===== config.mk =====
export PLATFORM = sky130hd
export DESIGN_NAME = srtp_fifo
export DESIGN_NICKNAME = d
export VERILOG_FILES = /design/src/rtl/srtp_pkg.sv /design/src/rtl/srtp_fifo.sv
export SDC_FILE = /design/constraint.sdc
export NUM_CORES = 1
export LEC_CHECK = 0
export BUFFER_PORTS_ARGS = -buffer_cell sky130_fd_sc_hd__buf_2
export CORE_MARGIN = 3
export CORE_UTILIZATION = 54
export CTS_CLUSTER_SIZE = 20
export DETAILED_ROUTE_END_ITERATION = 8
export PLACE_DENSITY_LB_ADDON = 0.12
export SLEW_MARGIN = 20
export SYNTH_ARGS = -nofsm -noshare
export SYNTH_HDL_FRONTEND = slang
export SYNTH_SLANG_ARGS = --single-unit

===== constraint.sdc =====
create_clock -name clk -period 4.05 [get_ports clk]
set_clock_uncertainty 0.2 [all_clocks]
set_input_delay 0.6075 -clock clk [delete_from_list [all_inputs] [get_ports clk]]
set_output_delay 0.6075 -clock clk [all_outputs]
set_load 0.1 [all_outputs]

===== src/rtl/srtp_pkg.sv =====
// ----------------------------------------------------------------------------
// srtp_pkg
// Shared types and codes of the sample RAM transfer port.
// ----------------------------------------------------------------------------
`default_nettype none

package srtp_pkg;

  localparam int FIFO_WORDS_DEF = 8;
  localparam int RAM_BYTES_DEF  = 65536;

  localparam logic [2:0] OP_SET_ADDR   = 3'd0;
  localparam logic [2:0] OP_SET_CTRL   = 3'd1;
  localparam logic [2:0] OP_CPU_WRITE  = 3'd2;
  localparam logic [2:0] OP_CPU_READ   = 3'd3;
  localparam logic [2:0] OP_DMA_WRITE  = 3'd4;
  localparam logic [2:0] OP_DMA_READ   = 3'd5;
  localparam logic [2:0] OP_SERVICE    = 3'd6;

  localparam logic [1:0] MODE_STOP      = 2'd0;
  localparam logic [1:0] MODE_MANUAL    = 2'd1;
  localparam logic [1:0] MODE_DMA_READ  = 2'd2;
  localparam logic [1:0] MODE_DMA_WRITE = 2'd3;

  typedef struct packed {
    logic [2:0]  opcode;
    logic [31:0] data_word;
  } in_item_t;

  typedef struct packed {
    logic [31:0] read_data;
    logic        dma_request;
    logic        dma_read_request;
    logic        dma_write_request;
    logic        transfer_busy;
  } out_item_t;

  typedef struct packed {
    logic push;
    logic pop;
    logic clear;
  } fifo_ctl_t;

  typedef struct packed {
    logic empty;
    logic full;
  } fifo_sts_t;

endpackage

`default_nettype wire


===== src/rtl/srtp_fifo.sv =====
// ----------------------------------------------------------------------------
// srtp_fifo
// Transfer FIFO: register store with read and write pointers and a fill count.
// ----------------------------------------------------------------------------
`default_nettype none

module srtp_fifo #(
  parameter int DEPTH = srtp_pkg::FIFO_WORDS_DEF
) (
  input  wire logic                       clk,
  input  wire logic                       rst_n,
  input  wire srtp_pkg::fifo_ctl_t        ctl,
  input  wire logic [31:0]                push_data,
  output logic      [31:0]                head,
  output logic      [$clog2(DEPTH+1)-1:0] count,
  output srtp_pkg::fifo_sts_t             sts
);
  import srtp_pkg::*;

  localparam int PTR_W = $clog2(DEPTH);
  localparam int CNT_W = $clog2(DEPTH + 1);

  logic [31:0]      store [DEPTH];
  logic [PTR_W-1:0] rd_ptr_r, rd_ptr_nxt;
  logic [PTR_W-1:0] wr_ptr_r, wr_ptr_nxt;
  logic [CNT_W-1:0] count_r, count_nxt;
  logic             do_push;
  logic             do_pop;

  assign sts.full  = (count_r == CNT_W'(DEPTH));
  assign sts.empty = (count_r == '0);
  assign do_push   = ctl.push && !sts.full;
  assign do_pop    = ctl.pop && !sts.empty;
  assign head      = store[rd_ptr_r];
  assign count     = count_r;

  always_comb begin
    rd_ptr_nxt = rd_ptr_r;
    wr_ptr_nxt = wr_ptr_r;
    count_nxt  = count_r;
    if (ctl.clear) begin
      rd_ptr_nxt = '0;
      wr_ptr_nxt = '0;
      count_nxt  = '0;
    end else begin
      if (do_push) begin
        wr_ptr_nxt = (wr_ptr_r == PTR_W'(DEPTH - 1)) ? '0 : wr_ptr_r + 1'b1;
      end
      if (do_pop) begin
        rd_ptr_nxt = (rd_ptr_r == PTR_W'(DEPTH - 1)) ? '0 : rd_ptr_r + 1'b1;
      end
      if (do_push && !do_pop) begin
        count_nxt = count_r + 1'b1;
      end else if (do_pop && !do_push) begin
        count_nxt = count_r - 1'b1;
      end
    end
  end

  always_ff @(posedge clk) begin
    if (!rst_n) begin
      rd_ptr_r <= '0;
      wr_ptr_r <= '0;
      count_r  <= '0;
    end else begin
      rd_ptr_r <= rd_ptr_nxt;
      wr_ptr_r <= wr_ptr_nxt;
      count_r  <= count_nxt;
    end
  end

  always_ff @(posedge clk) begin
    if (do_push && !ctl.clear) begin
      store[wr_ptr_r] <= push_data;
    end
  end

endmodule

`default_nettype wire


==> flow_summary_export.csv <==
group,metric,value,unit
hold_path,hold_path.class,"input pin to register",
worst_setup_path,r2r.worst_path.cells,9,
worst_setup_path,timing.reg2reg.setup_slack,1.13,ns
sta,max_slew_margin,51.91,%
place,dp_hpwl,10270,µm
place,number_of_port_buffers,74,
logic_synthesis,top_count_cell_post_synth,"sky130_fd_sc_hd__edfxtp_1",
die,core-area,0.01889,mm²
die,initial_core_util,55.55,%
power,leak_pwr,3.985,nW
power,power.ir.vdd_worst,0.3684,mV
hold_path,holdPathStages,1,
clock_tree,worst_setup_hold_path_clk_slew,0.06,ns
detailed_routing,dr.pass1.iters,4,
sta,timing_hold_violations_final,0,
logic_synthesis,yosysSeqAreaShare,75.73,%
logic_synthesis,mappedNetlistArea,0.01050,mm²
die,num_rows,50,
sta,worst-slew-pin-transition,0.7196,ns
logic_synthesis,ys_warn_count,0,
hold_path,hold_end,"store[5][6]$_DFFE_PP_",
logic_synthesis,yosys_most_used_dff,"sky130_fd_sc_hd__edfxtp_1",
clock_tree,hold_buffers,0,
sta,final-max-slew-violation-count,0,
logic_synthesis,synth.area.top_cells,"sky130_fd_sc_hd__edfxtp_1, sky130_fd_sc_hd__mux4_2, sky130_fd_sc_hd__mux4_1, sky130_fd_sc_hd__dfxtp_1, sky130_fd_sc_hd__mux2_4",
run_status,status,"finished, final reports clean",
sta,setup_viol,0,
worst_setup_path,critical_path.endpoint_type,"output port",
worst_setup_path,worstPathArrival,2.67,ns
logic_synthesis,postSynthRegisterBits,269,
run,maxCapViolations,0,
sta,period_minus_slack,3.475,ns
clock_tree,postCtsResizedCells,0,
detailed_routing,ant_nets,0,
worst_setup_path,worstReg2RegStart,"count[1]$_SDFFE_PP0P_",
logic_synthesis,syn-num-nets,490,
logic_synthesis,synth.avg_cell_area,23.58,µm²
worst_setup_path,critPathMaxFanout,28,
detailed_routing,via_per_inst,5.675,
final_layout,final_layout_net_count,586,
global_routing,number_of_antenna_violations_at_the_first_check_in_global_routing,2,
global_routing,grt.total_usage,17.91,%
clock_tree,cts_root_buffer,"sky130_fd_sc_hd__clkbuf_16",
detailed_routing,post_drt_wl_per_cell,22.51,µm
logic_synthesis,yosys-top-cells-count,"sky130_fd_sc_hd__edfxtp_1, sky130_fd_sc_hd__mux4_2, sky130_fd_sc_hd__mux4_1, sky130_fd_sc_hd__nor2_1, sky130_fd_sc_hd__mux2_2",
clock_tree,insertion_delay,0.51,ns
detailed_routing,first_iter_violations,274,
sta,timing.fmax,0.2878,GHz
detailed_routing,detail_route.wirelength,18440,µm
die,floorplan.die.width,145.4,µm
detailed_routing,remaining_drc_errors,0,
die,die-area,0.02114,mm²
final_layout,areaGrowthSynthToFinish,15.64,%
hold_path,timing.hold.worst.start,"push_data[6]",
worst_setup_path,timing.rr.end,"count[3]$_SDFFE_PP0P_",
worst_setup_path,critPathKind,"register to output port",
worst_setup_path,cp-start-kind,"register",
clock_tree,maximum_number_of_buffers_from_clock_root_to_sink,3,
final_layout,final_util,64.24,%
logic_synthesis,synth_area_leader_cell,"sky130_fd_sc_hd__edfxtp_1",
clock_tree,h-tree-depth,1,
die,num_io_pins,75,
sta,min_period_over_period,85.81,%
global_routing,vias_in_the_first_global_route,5068,
sta,hold-worst-slack,0.1522,ns
clock_tree,cts.sinks,269,
detailed_routing,vias,4648,
global_routing,grt_start_max_net_pins,33,
logic_synthesis,synth_enable_flop_cells,256,
worst_setup_path,cp_data_required_time,3.24,ns
logic_synthesis,synth_top_area_share,73.25,%
global_routing,globalRouteOverflowTotal,0,
logic_synthesis,postSynth.asyncResetShare,0,%
die,floorplan.die.height,145.4,µm
sta,rsz0062_at_grt,"false",
clock_tree,num_cts_buffers,26,
logic_synthesis,synth_cell_type_count,31,
place,gp_routability_congestion,0.7191,
clock_tree,cts_post_setup_buffers_inserted,0,
clock_tree,cts_tree,"built",
final_layout,post_route_cells_drive_above_1_share,36.56,%
sta,tns,0,ns
global_routing,global_route_wire_length_before_repair,29360,µm
logic_synthesis,synth_cells,445,
power,pwr_density_cell,507.7,mW/mm²
==> worst max-delay path, cell delays in order (launching register included) <==
cell	delay [ns]
sky130_fd_sc_hd__dfxtp_4	0.66
sky130_fd_sc_hd__buf_12	0.31
sky130_fd_sc_hd__mux4_1	0.59
sky130_fd_sc_hd__mux2_2	0.27
sky130_fd_sc_hd__buf_2	0.29
==> routing by layer <==
layer | wire length [µm] | vias up | GRT usage, %
met1 | 7687 | 2420 | 24.44
met4 | 288 | 2 | 4.701
met2 | 9329 | 110 | 30.10
met3 | 1125 | 28 | 3.706
met5 | 7 | - | 0
li1 | - | 2088 | -
==> stage by stage <==
step           std cells  setup WS, ns  total power, mW  cell area, µm²
6_report             819        0.5749            6.161           12140
2_1_floorplan        445        0.1570            3.744           10520
5_1_grt              819        0.4379            6.371           12140
3_3_place_gp         773         1.089            3.862           11300
3_5_place_dp         773         1.052            3.876           11300
4_1_cts              818        0.5054            6.225           12130
==> logic make-up after synthesis <==
logic type / count (synthesis) / share of synthesized area, %
compound gates: 9 / 0.8941
xor+xnor: 2 / 0.1669
fa+ha+maj: 8 / 1.025
buf+inv: 23 / 1.478
flops: 269 / 75.73
mux: 101 / 19.23
simple gates: 33 / 1.478
==> worst max-delay path by stage <==
stage	cells after the start	from	slack, ns	end
2_1_floorplan	3	count[1]$_SDFFE_PP0P_	0.16	store[7][0]$_DFFE_PP_
3_3_place_gp	4	register	1.09	head[14]
3_5_place_dp	4	register	1.05	head[12]
4_1_cts	4	register	0.51	head[12]
5_1_grt	4	register	0.44	head[14]
6_report	4	register	0.57	head[31]
==> flip-flops by register name (all words and copies together) (netlist names), named ones only <==
name      flops
count         4
rd_ptr_r      3
store       256
wr_ptr_r      3
==> layout make-up <==
class                           instances  area, µm²
Fill cell                            1304       6756
Multi-Input combinational cell        153       2472
Inverter                                3      11.26
Tap cell                              260      325.3
Clock inverter                          6      102.6
Antenna cell                            1      2.502
Sequential cell                       269       7954
Clock buffer                           39      730.7
Timing Repair Buffer                   88      538.0
==> cell usage in the layout (no fill, tap or decap), types with 3 or more instances in the layout <==
cell | synthesis | routed
sky130_fd_sc_hd__edfxtp_1 | 256 | 256
sky130_fd_sc_hd__buf_2 | 5 | 74
sky130_fd_sc_hd__mux4_2 | 36 | 36
sky130_fd_sc_hd__mux4_1 | 28 | 28
sky130_fd_sc_hd__clkbuf_16 | 0 | 27
sky130_fd_sc_hd__mux2_2 | 17 | 17
sky130_fd_sc_hd__mux2_4 | 16 | 16
sky130_fd_sc_hd__nor2_1 | 18 | 12
sky130_fd_sc_hd__clkbuf_1 | 2 | 11
sky130_fd_sc_hd__dfxtp_1 | 13 | 10
sky130_fd_sc_hd__buf_4 | 0 | 9
sky130_fd_sc_hd__ha_1 | 7 | 7
sky130_fd_sc_hd__nor2_4 | 0 | 6
sky130_fd_sc_hd__a21oi_1 | 5 | 5
sky130_fd_sc_hd__buf_12 | 1 | 5
sky130_fd_sc_hd__mux2i_1 | 4 | 4
sky130_fd_sc_hd__inv_1 | 3 | 3
sky130_fd_sc_hd__nand2b_1 | 3 | 3
sky130_fd_sc_hd__bufinv_16 | 0 | 3
==> power breakdown <==
| group | internal, mW | switching (mW) | leakage [nW] | total [mW] |
|---|---|---|---|---|
| Combinational | 0.199 | 0.487 | 1.16 | 0.685 |
| Sequential | 3.08 | 0.0396 | 2.42 | 3.12 |
| Clock | 1.43 | 0.926 | 0.402 | 2.35 |
(Power assumes the default switching activity.)
